File: config.mk
export PLATFORM = sky130hd
export DESIGN_NAME = wsa_front
export DESIGN_NICKNAME = d
export VERILOG_FILES = /design/src/hdl/wsa_pkg.sv /design/src/hdl/wsa_front.sv
export SDC_FILE = /design/constraint.sdc
export NUM_CORES = 1
export LEC_CHECK = 0
export ABC_AREA = 1
export BUFFER_PORTS_ARGS = -buffer_cell sky130_fd_sc_hd__buf_4
export CAP_MARGIN = 20
export CORE_MARGIN = 2
export CORE_UTILIZATION = 45
export CTS_CLUSTER_SIZE = 28
export DETAILED_ROUTE_END_ITERATION = 10
export PLACE_DENSITY_LB_ADDON = 0.2
export REMOVE_ABC_BUFFERS = 1
export SETUP_SLACK_MARGIN = 0.02
export SLEW_MARGIN = 20
export SYNTH_ARGS = -nofsm -noshare
export SYNTH_HDL_FRONTEND = slang
export SYNTH_SLANG_ARGS = --single-unit
File: constraint.sdc
create_clock -name clk -period 15.5 [get_ports clk]
set_input_delay 0 -clock clk [delete_from_list [all_inputs] [get_ports clk]]
set_output_delay 0 -clock clk [all_outputs]
set_load 0.05 [all_outputs]
File: src/hdl/wsa_pkg.sv
// shared types and constants for the window summary aggregator
// no dependencies
package wsa_pkg;
  localparam logic [1:0] MODE_MEAN   = 2'd0;
  localparam logic [1:0] MODE_MEDIAN = 2'd1;
  localparam logic [1:0] MODE_SUM    = 2'd2;
  localparam logic [1:0] MODE_COUNT  = 2'd3;
  localparam logic CFG_MODE = 1'b0;
  localparam logic CFG_LEN  = 1'b1;
  localparam logic signed [47:0] SUM_MAX = 48'sh7FFF_FFFF_FFFF;
  localparam logic signed [47:0] SUM_MIN = 48'sh8000_0000_0000;

  // one closed window handed from front to back
  typedef struct packed {
    logic [31:0]        window_index;
    logic signed [47:0] sum;
    logic [31:0]        count;
    logic [1:0]         mode;
    logic               bank;
  } close_job_t;
endpackage

File: src/hdl/wsa_front.sv
// front end: window classification, sum/count accumulation, value store writes
// uses wsa_pkg
module wsa_front #(
  parameter int MAX_WINDOW = 256,
  localparam int AW = $clog2(MAX_WINDOW)
) (
  input  logic                    clk,
  input  logic                    rst_n,
  input  logic                    cfg_wr_en,
  input  logic                    cfg_index,
  input  logic [30:0]             cfg_wr_data,
  input  logic                    in_valid,
  output logic                    in_ready,
  input  logic                    in_kind,
  input  logic [31:0]             in_position,
  input  logic signed [31:0]      in_sample_value,
  input  logic                    in_is_missing,
  output logic                    job_valid,
  output wsa_pkg::close_job_t     job,
  input  logic                    job_ready,
  output logic                    st_we,
  output logic                    st_bank,
  output logic [AW-1:0]           st_addr,
  output logic signed [31:0]      st_data
);
  typedef enum logic [1:0] {F_IDLE, F_DIV, F_APPLY} fstate_t;
  fstate_t state_r;
  logic [1:0]  mode_r;
  logic [30:0] len_r;
  logic signed [47:0] sum_r;
  logic [31:0] cnt_r, cur_win_r;
  logic open_r, bank_r;
  logic kind_r, miss_r;
  logic signed [31:0] val_r;
  logic [31:0] w_r, dq_r, dr_r;
  logic [5:0]  dc_r;
  logic [32:0] dtrial;
  logic signed [48:0] sum_ext;
  logic signed [47:0] sum_sat;
  logic close_now;

  // window number by bit-serial division of position-1 by length
  assign dtrial = {dr_r, dq_r[31]};
  assign sum_ext = 49'(sum_r) + 49'(val_r);
  assign sum_sat = (sum_ext > 49'(wsa_pkg::SUM_MAX)) ? wsa_pkg::SUM_MAX :
                   (sum_ext < 49'(wsa_pkg::SUM_MIN)) ? wsa_pkg::SUM_MIN : sum_ext[47:0];
  assign close_now = open_r && (kind_r || (w_r > cur_win_r));
  assign in_ready = (state_r == F_IDLE);

  always_comb begin
    st_we = 1'b0;
    st_bank = bank_r;
    st_addr = cnt_r[AW-1:0];
    st_data = val_r;
    if (state_r == F_APPLY && !kind_r && !miss_r && !(close_now && !job_ready)) begin
      st_bank = close_now ? ~bank_r : bank_r;
      if (close_now || !open_r) begin
        st_we = 1'b1;
        st_addr = '0;
      end else begin
        st_we = cnt_r < 32'(MAX_WINDOW);
      end
    end
  end

  assign job_valid = (state_r == F_APPLY) && close_now;
  assign job = '{window_index: cur_win_r, sum: sum_r, count: cnt_r, mode: mode_r,
                 bank: bank_r};

  always_ff @(posedge clk) begin
    if (!rst_n) begin
      state_r <= F_IDLE;
      mode_r <= wsa_pkg::MODE_MEAN;
      len_r <= 31'd100;
      sum_r <= '0;
      cnt_r <= '0;
      cur_win_r <= '0;
      open_r <= 1'b0;
      bank_r <= 1'b0;
    end else begin
      if (cfg_wr_en) begin
        if (cfg_index == wsa_pkg::CFG_MODE) mode_r <= cfg_wr_data[1:0];
        else len_r <= cfg_wr_data;
      end
      case (state_r)
        F_IDLE: begin
          if (in_valid) begin
            kind_r <= in_kind;
            miss_r <= in_is_missing;
            val_r <= in_sample_value;
            dq_r <= ((in_position == 32'd0) ? 32'd1 : in_position) - 32'd1;
            dr_r <= '0;
            dc_r <= 6'd32;
            state_r <= in_kind ? F_APPLY : F_DIV;
          end
        end
        F_DIV: begin
          if (dtrial >= {2'b0, (len_r == 31'd0) ? 31'd1 : len_r}) begin
            dr_r <= 32'(dtrial - {2'b0, (len_r == 31'd0) ? 31'd1 : len_r});
            dq_r <= {dq_r[30:0], 1'b1};
          end else begin
            dr_r <= dtrial[31:0];
            dq_r <= {dq_r[30:0], 1'b0};
          end
          dc_r <= dc_r - 6'd1;
          if (dc_r == 6'd1) begin
            state_r <= F_APPLY;
          end
        end
        F_APPLY: begin
          if (kind_r) begin
            if (!open_r) state_r <= F_IDLE;
            else if (job_ready) begin
              sum_r <= '0; cnt_r <= '0; open_r <= 1'b0;
              bank_r <= ~bank_r; state_r <= F_IDLE;
            end
          end else if (!close_now || job_ready) begin
            state_r <= F_IDLE;
            if (close_now || !open_r) begin
              cur_win_r <= dq_r;
              open_r <= 1'b1;
              if (close_now) bank_r <= ~bank_r;
              sum_r <= miss_r ? 48'sd0 : 48'(val_r);
              cnt_r <= miss_r ? 32'd0 : 32'd1;
            end else if (!miss_r) begin
              sum_r <= sum_sat;
              if (cnt_r != 32'hFFFF_FFFF) cnt_r <= cnt_r + 32'd1;
            end
          end
        end
        default: state_r <= F_IDLE;
      endcase
    end
  end
  // w_r is the divider quotient once in F_APPLY
  assign w_r = dq_r;
endmodule

==> summary.md, run 1 <==
| Metric | Value |
|---|---|
| Status | completed |
| Dpl cells | 3440 |
| Clock share of power | 0.266 |
| RSZ-0062 raised after global routing | false |
| Crit path cell chain | inv_1 -> ha_1 -> inv_1 -> nand2_1 -> nand2_1 -> nand2_1 -> nand2_1 -> nand2_1 -> nand2_1 -> nand2_1 -> nand2_1 -> nand2_1 -> nand2_1 -> nand2_2 -> nand3_2 -> buf_4 -> inv_1 -> nor2_4 -> inv_2 -> nor2_2 -> nor2_1 -> buf_4 |
| CTS tree | yes |
| Share of the synthesized area in the top cell type | 0.170 |
| First-pass GRT wire length | 94300 microns |
| Clock Sinks | 253 |
| Placed wire-length estimate | 44200 microns |
| Post-synth top cells | 730 x nand2_1, 326 x inv_1, 306 x nor2_1 |
| Cell area after placement | 20800 sq um |
| Setup Skew | 0.0137 ns |
| Count of cell types in the netlist | 50 |
| Synth-to-Final Area Change | 24.5% |
| Synth async-reset ratio | 0 |
| Antenna violations before repair | 1 |
| Number of placed I/O pins | 262 |
| Grt total ovfl | 0 |
| Area of the multi-input gates | 10600 sq um |
| Least-Margin Pin Slew | 1.11 ns |
| Number of global-route vias before repair | 18400 |
| Via count | 19100 |
| Final hold vios | 0 |
| FMAX | 0.188 GHz |
| Crit path required time | 15.50 ns |
| Pint | 1.52 mW |
| Crit-path max FO | 68 |
| Initial Util | 0.453 |
| I/O Buffers | 261 |
| Ys flop type | dfxtp_1 |
| Mapped Cells | 2721 |
| Slew headroom | 0.258 |
| GR Util All Layers | 0.276 |
| Minimum clock period | 5.31 ns |
| Arr. time, crit path | 5.31 ns |
| Worst-path clk slew | 0.06 ns |
| Die ar. | 42600 sq um |
| Resized cells post-CTS | 0 |
| Die span in x | 206 microns |
| Final Slew Violations | 0 |
| Sw power | 0.999 mW |
| Largest net degree at the start of global routing | 84 |
| Layout cell share with drive strength beyond 1 | 0.120 |
| Synth top area cells | edfxtp_1 17%, dfxtp_1 16%, nand2_1 15% |
| Peak VDD IR | 0.120 mV |
| Core area | 40600 sq um |
| FP Rows | 74 |
| Fill cells | 3925 |
| Fin nets | 3285 |
| Period utilization | 0.343 |
| Final Cell Area | 22900 sq um |
| Switching Fraction | 0.397 |
| Worst-Skew Late Latency | 0.57 ns |
| # DRC | 0 |
| HP Class | input pin to register |
| Mapped cell area | 18400 sq um |
| First drt pass iteration count | 5 |
| Setup crit start kind | register |
| Setup TNS | 0 ns |
| Max-Cap Viols | 0 |
| Post-DRT Antenna Nets | 0 |
| Worst hold slack | 0.0403 ns |
| Bufs on Longest Clock Path | 3 |
| H-tree Lvls | 1 |
| CTS root buffer | clkbuf_16 |
| Yosys top cell by area | edfxtp_1 |
| CTS buffer count | 29 |
| Detailed-route wire length | 59600 microns |
| Die height | 206 microns |
| Lkg Pwr | 10.2 nW |
| Critical Path Sink Type | output pin |
| Post-CTS Repair Setup Buffers | 0 |
| R2r setup slk | 11.12 ns |
| Critical Path Most Common Cell | nand2_1 |
| Seq pwr share | 0.346 |
| Register area share after synthesis | 0.332 |
| Post-synth EDFFs | 104 |
| Total power | 2.52 mW |
| Worst path slowest cell | nor2_4 |
| Storage cell area | 6110 sq um |
| Final setup violation count | 0 |
| Most instantiated library cell after synthesis | nand2_1 |
| CP Class | register to output pin |
| PwrDens | 110 nW/um^2 |
| #FFs+latches synth | 253 |
| Avg Inst Size Synth | 6.77 sq um |
| Slowest cell delay on critical path | 0.88 ns |
| Final std cells w/o fill | 3619 |
| Vias/cell | 5.28 |
| Syn. warnings | 0 |
| RD Place Congestion | 0.960 |
| Combinational fraction of design power | 0.388 |
| Routed length per placed instance | 16.5 microns |
| Initial DRC Count | 1389 |
| # hold bufs at CTS | 124 |
-- worst max-delay path: cells and delay by family, from the launching register on --
| family | cells | cell delay, ns |
|---|---|---|
| flip-flops | 1 | 0.52 |
| AND/OR/NAND/NOR | 15 | 2.41 |
| adder cells (fa/ha/maj) | 1 | 0.19 |
| buffers and inverters | 6 | 1.59 |
-- cell type report --
type,instances,area share
Clock buffer,41,0.0345
Inverter,338,0.0553
Sequential cell,253,0.266
Antenna cell,1,0.000109
Timing Repair Buffer,401,0.146
Tap cell,532,0.0290
Clock inverter,11,0.00469
Multi-Input combinational cell,2042,0.464
-- layer usage --
| metal | global-route usage | up-vias | part of all wire |
|---|---|---|---|
| met4 | 0.0724 | 0 | 0.026 |
| met1 | 0.375 | 8851 | 0.46 |
| met2 | 0.456 | 579 | 0.46 |
| li1 | - | 9577 | - |
| met3 | 0.0397 | 84 | 0.059 |
| met5 | 0 | - | 0 |
-- sequential cells by signal, summed over array words and instances, names as in the netlist --
signal	cells
mode_r	2
dq_r	32
len_r	31
sum_r	48
dr_r	32
dc_r	6
open_r	1
state_r	2
cur_win_r	32
miss_r	1
cnt_r	32
bank_r	1
kind_r	1
st_data	32
-- cell usage in the layout (no fill, tap or decap), types with 24 or more instances in the layout --
cell type	netlist	routed
nand2_1	730	730
inv_1	326	325
nor2_1	306	303
buf_4	9	274
a21oi_1	258	258
o21ai_0	158	158
dfxtp_1	149	149
nand3_1	141	140
dlygate4sd3_1	0	125
ha_1	115	115
edfxtp_1	104	104
xor2_1	76	76
nor3_1	48	46
nand4_1	40	40
xnor2_1	36	36
clkbuf_16	0	30
o21bai_1	25	25
nor4_1	24	24
-- path summary, 6_finish.rpt --
kind,startpoint,cells past startpoint,end
setup / recovery,dq_r[0]$_DFFE_PP_,22,st_addr[6]
hold / removal,in_position[1],4,dq_r[1]$_DFFE_PP_
setup reg to reg,len_r[16]$_SDFFE_PN0P_,13,dr_r[1]$_SDFFCE_PN0P_
hold reg to reg,len_r[25]$_SDFFE_PN0P_,2,len_r[25]$_SDFFE_PN0P_
-- logic make-up after synthesis --
family / synth area share
flops: 0.332
fa+ha+maj: 0.0803
buf+inv: 0.0936
xor+xnor: 0.0533
compound gates: 0.141
simple gates: 0.300
-- power groups by stage --
| stage | Combinational [mW] | Sequential [mW] | Clock (mW) |
|---|---|---|---|
| 2_1_floorplan | 0.567 | 0.965 | 0 |
| 3_5_place_dp | 0.936 | 0.883 | 0 |
| 3_3_place_gp | 0.924 | 0.878 | 0 |
| 4_1_cts | 0.969 | 0.870 | 0.682 |
| 5_1_grt | 1.09 | 0.880 | 0.706 |
| 6_report | 0.977 | 0.870 | 0.668 |
-- metrics by stage --
stage / worst slack, ns / util
final: 10.19 / 0.564
after detailed placement: 10.76 / 0.511
after global routing: 9.78 / 0.564
after floorplan: 9.20 / -
after CTS: 10.15 / 0.563
after global placement: 10.88 / 0.510
(Power assumes the default switching activity.)
==> run 2: changes to the inputs <==
--- a/config.mk
+++ b/config.mk
@@ -5,7 +5,7 @@
 export SDC_FILE = /design/constraint.sdc
 export NUM_CORES = 1
 export LEC_CHECK = 0
-export ABC_AREA = 1
+export ABC_AREA = 0
 export BUFFER_PORTS_ARGS = -buffer_cell sky130_fd_sc_hd__buf_4
 export CAP_MARGIN = 20
 export CORE_MARGIN = 2
==> constraint.sdc (replaced) <==
create_clock -name clk -period 5.1 [get_ports clk]
set_input_delay 0 -clock clk [delete_from_list [all_inputs] [get_ports clk]]
set_output_delay 0 -clock clk [all_outputs]
set_load 0.05 [all_outputs]
==> run 2 against run 1 <==
Net effect: largest power group is now sequential cells; largest cell class unchanged; highest routed layer unchanged; combinational power up 29%; critical path depth down 7; global-route usage down 3.2 points; critical endpoint is now dr_r[12]$_SDFFCE_PN0P_; sequential share of layout area up 2.9 points.
==> summary.md, run 2 <==
| Metric | Value |
|---|---|
| Period utilization | 0.815 |
| Die span in x | 193 microns |
| Peak VDD IR | 0.263 mV |
| RD Place Congestion | 0.912 |
| GR Util All Layers | 0.244 |
| CP Class | register to register |
| Yosys top cell by area | edfxtp_1 |
| Number of global-route vias before repair | 14800 |
| Post-DRT Antenna Nets | 0 |
| Fill cells | 3131 |
| FF-to-FF path depth | 15 |
| Fin nets | 2497 |
| Post-synth top cells | 319 x nand2_1, 224 x a21oi_1, 149 x dfxtp_1 |
| FMAX | 0.240 GHz |
| Simple-gate share of the synthesized area | 0.189 |
| RSZ-0062 raised after global routing | false |
| Via count | 15300 |
| Final Cell Area | 20700 sq um |
| Most instantiated library cell after synthesis | nand2_1 |
| Worst-path clk slew | 0.06 ns |
| Final setup violation count | 0 |
| H-tree Lvls | 1 |
| Mapped Cells | 1933 |
| Die ar. | 37300 sq um |
| Max reg flops | 48 |
| PwrDens | 275 nW/um^2 |
| Initial Util | 0.455 |
| Slew headroom | 0.229 |
| FP Rows | 69 |
| #FFs+latches synth | 253 |
| Minimum clock period | 4.16 ns |
| Avg Inst Size Synth | 8.32 sq um |
| Mux cell area share after synthesis | 0.00187 |
| Least-Margin Pin Slew | 1.14 ns |
| CTS buffer count | 30 |
| Mapped cell area | 16100 sq um |
| Count of cell types in the netlist | 75 |
| Leading cell types in the layout, fill and taps excluded | 319 x nand2_1, 282 x buf_4, 224 x a21oi_1 |
| First-pass GRT wire length | 74300 microns |
| Number of placed I/O pins | 262 |
| Ant. Diodes | 0 |
| Synth-to-Final Area Change | 28.4% |
| Detailed-route wire length | 46400 microns |
| Ys flop type | dfxtp_1 |
| Synth async-reset ratio | 0 |
| Arr. time, crit path | 4.45 ns |
| CTS root buffer | clkbuf_16 |
| Critical Path Sink Type | register |
| Bufs on Longest Clock Path | 3 |
| Worst hold slack | 0.0197 ns |
| Syn. warnings | 0 |
| Layout cell share with drive strength beyond 1 | 0.154 |
| Storage cell area | 6110 sq um |
| Setup Skew | 0.0180 ns |
| # DRC | 0 |
| Largest family of logic cells by synthesized area | compound AO/OA/AOI/OAI gates |
| Status | completed |
| Register area share after synthesis | 0.380 |
| Setup TNS | 0 ns |
| Synth Area in XOR/XNOR | 0.0708 |
| Placed wire-length estimate | 32400 microns |
| Largest Register | sum_r |
| Crit-path max FO | 22 |
| Die height | 193 microns |
| Worst-Skew Late Latency | 0.58 ns |
| Final Slew Violations | 0 |
| Setup crit start kind | register |
| HP Class | input pin to register |
| Vias/cell | 5.54 |
| Hold Path Cell Cnt | 5 |
| Grt total ovfl | 0 |
| Share of the synthesized area in the top cell type | 0.194 |
| Area of the multi-input gates | 9200 sq um |
| Crit path required time | 5.39 ns |
| Largest net degree at the start of global routing | 71 |
| Synth top area cells | edfxtp_1 19%, dfxtp_1 19%, ha_1 8.9% |
| Max-Cap Viols | 0 |
| Initial DRC Count | 863 |
| Cell area after placement | 18400 sq um |
| Adder-cell share of the synthesized area | 0.0919 |
| Post-CTS Repair Setup Buffers | 0 |
| Post-synth EDFFs | 104 |
| CTS tree | yes |
| Compound-Gate Fraction of Synth Area | 0.216 |
| Most common cell after layout, fill and taps aside | nand2_1 |
| I/O Buffers | 261 |
| Final core utilization | 0.584 |
| Lkg Pwr | 8.17 nW |
| Core area | 35400 sq um |
| Final hold vios | 0 |
| Clock Sinks | 253 |
| Routed length per placed instance | 16.8 microns |
| Antenna violations before repair | 0 |
| First drt pass iteration count | 5 |
## run 2: cell count changes after synthesis, sizes merged, moves of 19 or more
| cell | before | now |
|---|---|---|
| o21ai | 165 | 129 |
| nand2b | 1 | 20 |
| inv | 337 | 115 |
| a21o | 9 | 34 |
| a22o | 0 | 30 |
| xor2 | 76 | 32 |
| clkbuf | 44 | 76 |
| buf | 44 | 18 |
| a21oi | 259 | 225 |
| nor2 | 320 | 123 |
| xnor2 | 36 | 98 |
| nand2 | 742 | 319 |
| nand3 | 142 | 39 |
## run 2: cell families after synthesis
logic type | Yosys count
buffers and inverters | 209
xor gates and xnor gates | 130
adders and majority gates | 117
DFF | 253
muxes | 3
and+or+nand+nor | 668
AOI/OAI and AO/OA | 553
## run 2: final timing paths
| check | from | end | slack (ns) |
|---|---|---|---|
| min reg2reg | cur_win_r[28]$_SDFFE_PN0P_ | cur_win_r[28]$_SDFFE_PN0P_ | 0.47 |
| max reg2reg | len_r[26]$_SDFFE_PN0P_ | dr_r[12]$_SDFFCE_PN0P_ | 0.94 |
| max | len_r[26]$_SDFFE_PN0P_ | dr_r[12]$_SDFFCE_PN0P_ | 0.94 |
| min | in_position[1] | dq_r[9]$_DFFE_PP_ | 0.02 |
## run 2: routing by layer
| metal | GRT usage | vias to the layer above | part of all wire |
|---|---|---|---|
| li1 | - | 7596 | - |
| met1 | 0.326 | 7123 | 0.45 |
| met2 | 0.400 | 473 | 0.45 |
| met3 | 0.0436 | 91 | 0.063 |
| met4 | 0.0795 | 0 | 0.033 |
| met5 | 0 | - | 0 |
## run 2: report_power, final
part	total (mW)	switching [mW]	internal (mW)
sequential	2.32	0.0895	2.23
clock	2.10	0.861	1.24
combinational	1.26	0.763	0.501
## run 2: layout make-up
class	instances	area share
clock buffer	47	0.0429
clock inverter	8	0.00363
inverter	115	0.0209
multi-input combinational	1471	0.445
sequential	253	0.296
tap	461	0.0279
timing repair buffer	406	0.164
## run 2: timing repair
action | 4_1_cts | 5_1_grt
endpoints found under the hold margin | 102 | 0
hold buffers | 122 | 0
gates resized for setup | 0 | 0
## run 2: worst max-delay path, stage by stage, from the launching register on
cell       delay [ns]
dfxtp_1          0.33
nor4_1           0.51
nand4_1          0.15
o21bai_1         0.19
ha_1             0.21
nor2b_1          0.07
o2111ai_1        0.27
nand3_1          0.22
a22oi_2          0.26
a31oi_1          0.19
o41ai_4          0.44
a21oi_2          0.14
or4_1            0.44
buf_4            0.25
nor2_1           0.14
a211oi_2         0.06
## run 2: stage by stage
stage          setup WS [ns]  instances  power [mW]
6_report               0.941       2761        5.68
5_1_grt                0.548       2761        5.95
4_1_cts                0.891       2759        5.72
3_5_place_dp           0.978       2582        3.53
3_3_place_gp           0.701       2582        3.51
2_1_floorplan         -0.670       1839        3.16
==> run 3: changes to the inputs <==
--- a/config.mk
+++ b/config.mk
@@ -5,7 +5,7 @@
 export SDC_FILE = /design/constraint.sdc
 export NUM_CORES = 1
 export LEC_CHECK = 0
-export ABC_AREA = 0
+export ABC_AREA = 1
 export BUFFER_PORTS_ARGS = -buffer_cell sky130_fd_sc_hd__buf_4
 export CAP_MARGIN = 20
 export CORE_MARGIN = 2
==> constraint.sdc (replaced) <==
create_clock -name clk -period 4.3 [get_ports clk]
set_input_delay 0 -clock clk [delete_from_list [all_inputs] [get_ports clk]]
set_output_delay 0 -clock clk [all_outputs]
set_load 0.05 [all_outputs]
==> run 3 against run 2 <==
Net effect: via count grew 24%; sequential cell count is the same; global-route usage grew 3.4 points; routed wire length grew 30%; design area grew 12%; non-clock buffer count shrank 6; sequential power grew 35%; critical path depth is the same; setup slack lost 0.61 ns; clock skew shrank 0.0046 ns; die area grew 14%; count of clock-buffer cells in the layout is the same; critical endpoint is now st_addr[6]; largest power group is now combinational logic; highest routed layer unchanged.
==> summary.md, run 3 (synthesized netlist as in run 1, its figures left out) <==
| Metric | Value |
|---|---|
| Vias/cell | 5.25 |
| Number of placed I/O pins | 262 |
| Fin nets | 3286 |
| Initial DRC Count | 1214 |
| Lkg Pwr | 10.2 nW |
| Minimum clock period | 3.97 ns |
| Crit path cell chain | ha_1 -> nand2_1 -> nor2_1 -> nand4_1 -> nor2_1 -> nand4_1 -> nand2_2 -> nand2_2 -> nand2_1 -> nand2_1 -> nor2_4 -> clkinv_2 -> nor2_4 -> nor2_1 -> buf_4 |
| Crit-path max FO | 16 |
| Detailed-route wire length | 60100 microns |
| Area of the multi-input gates | 10600 sq um |
| Die span in x | 206 microns |
| First drt pass iteration count | 5 |
| Final setup violation count | 0 |
| Layout cell share with drive strength beyond 1 | 0.124 |
| # DRC | 0 |
| Final worst-path setup slack | 0.330 ns |
| Dpl cells | 3445 |
| CTS buffer count | 31 |
| Die ar. | 42600 sq um |
| Max-Cap Viols | 0 |
| Max reg flops | 48 |
| Slowest cell delay on critical path | 0.41 ns |
| Worst-Skew Late Latency | 0.59 ns |
| Total power | 9.40 mW |
| HP Class | input pin to register |
| CTS root buffer | clkbuf_16 |
| H-tree Lvls | 1 |
| RD Place Congestion | 0.964 |
| Number of global-route vias before repair | 18300 |
| FP Rows | 74 |
| Final std cells w/o fill | 3622 |
| Core area | 40600 sq um |
| Leading cell types in the layout, fill and taps excluded | 730 x nand2_1, 325 x inv_1, 303 x nor2_1 |
| Post-DRT Antenna Nets | 0 |
| CP Class | register to output pin |
| Worst path slowest cell | edfxtp_1 |
| Synth-to-Final Area Change | 25.3% |
| Pre-CTS WS | 0.692 ns |
| Final Slew Violations | 0 |
| Arr. time, crit path | 3.97 ns |
| Slew headroom | 0.317 |
| Critical Path Sink Type | output pin |
| Grt total ovfl | 0 |
| First-pass GRT wire length | 95200 microns |
| Largest net degree at the start of global routing | 83 |
| Fill cells | 3983 |
| Peak VDD IR | 0.382 mV |
| Routed length per placed instance | 16.6 microns |
| PwrDens | 407 nW/um^2 |
| Ant. Diodes | 0 |
| Clock Sinks | 253 |
| Most common cell after layout, fill and taps aside | nand2_1 |
| Antenna violations before repair | 0 |
| CTS tree | yes |
| Worst-path clk slew | 0.06 ns |
| Least-Margin Pin Slew | 1.02 ns |
| Placed wire-length estimate | 44800 microns |
| Crit path required time | 4.30 ns |
| Final core utilization | 0.568 |
| Setup Skew | 0.0134 ns |
| Period utilization | 0.923 |
| RSZ-0062 raised after global routing | false |
| Final Cell Area | 23100 sq um |
| I/O Buffers | 261 |
| Status | completed |
| Initial Util | 0.453 |
| FMAX | 0.252 GHz |
| Largest Register | sum_r |
| Cell area after placement | 20800 sq um |
| Final hold vios | 0 |
| Setup crit start kind | register |
| Die height | 206 microns |
| Bufs on Longest Clock Path | 3 |
| Via count | 19000 |
| Storage cell area | 6110 sq um |
| GR Util All Layers | 0.278 |
run 3: changes by cell type in the layout (fill, tap and decap cells not counted), sizes merged, moves of 34 or more:
cell | before | now
nor2 | 123 | 320
nand3 | 39 | 142
o21ai | 129 | 165
inv | 115 | 338
nand2 | 319 | 742
xor2 | 32 | 76
a21oi | 225 | 259
xnor2 | 98 | 36
run 3: what timing repair did:
item,4_1_cts,5_1_grt
hold buffers,120,0
gates resized for setup,0,2
endpoints found under the setup margin,0,1
setup buffers,0,0
hold endpoints to repair,109,0
run 3: report_power, final:
part	leakage [nW]	internal, mW	switching [mW]
Sequential	2.20	2.91	0.230
Combinational	7.51	1.16	2.37
Clock	0.518	1.65	1.08
Total	10.2	5.72	3.67
run 3: area by class of cell:
| cell class | count | share of cell area |
|---|---|---|
| Clock buffer | 47 | 0.0401 |
| Clock inverter | 10 | 0.00591 |
| Inverter | 338 | 0.0551 |
| Multi-Input combinational cell | 2042 | 0.461 |
| Sequential cell | 253 | 0.265 |
| Tap cell | 532 | 0.0289 |
| Timing Repair Buffer | 400 | 0.144 |
run 3: stage by stage:
| step | setup TNS [ns] | hold WS, ns |
|---|---|---|
| detailed placement | 0 | 0.179 |
| CTS | 0 | 0.0197 |
| finish | 0 | 0.0350 |
| global route | 0 | 0.0783 |
| global placement | 0 | 0.178 |
| floorplan | -153.26 | 0.0986 |
run 3: path summary, 6_finish.rpt:
check	start	end	slack, ns	cells past startpoint
max	dq_r[23]$_DFFE_PP_	st_addr[6]	0.33	15
min	in_position[0]	dq_r[0]$_DFFE_PP_	0.04	4
max reg2reg	dq_r[23]$_DFFE_PP_	sum_r[39]$_SDFFE_PN0P_	0.67	13
min reg2reg	len_r[23]$_SDFFE_PN0P_	len_r[23]$_SDFFE_PN0P_	0.49	2
run 3: layer usage:
| metal | up-vias | share of wire | GRT usage |
|---|---|---|---|
| li1 | 9577 | - | - |
| met3 | 92 | 0.052 | 0.0382 |
| met2 | 507 | 0.46 | 0.464 |
| met4 | 0 | 0.024 | 0.0679 |
| met1 | 8841 | 0.46 | 0.378 |
| met5 | - | 0 | 0 |
run 3: worst max-delay path: cells and delay by family (launching register included):
| kind | cells | cell delay (ns) |
|---|---|---|
| flops | 1 | 0.41 |
| buf+inv | 2 | 0.53 |
| fa+ha+maj | 1 | 0.31 |
| simple gates | 12 | 2.13 |
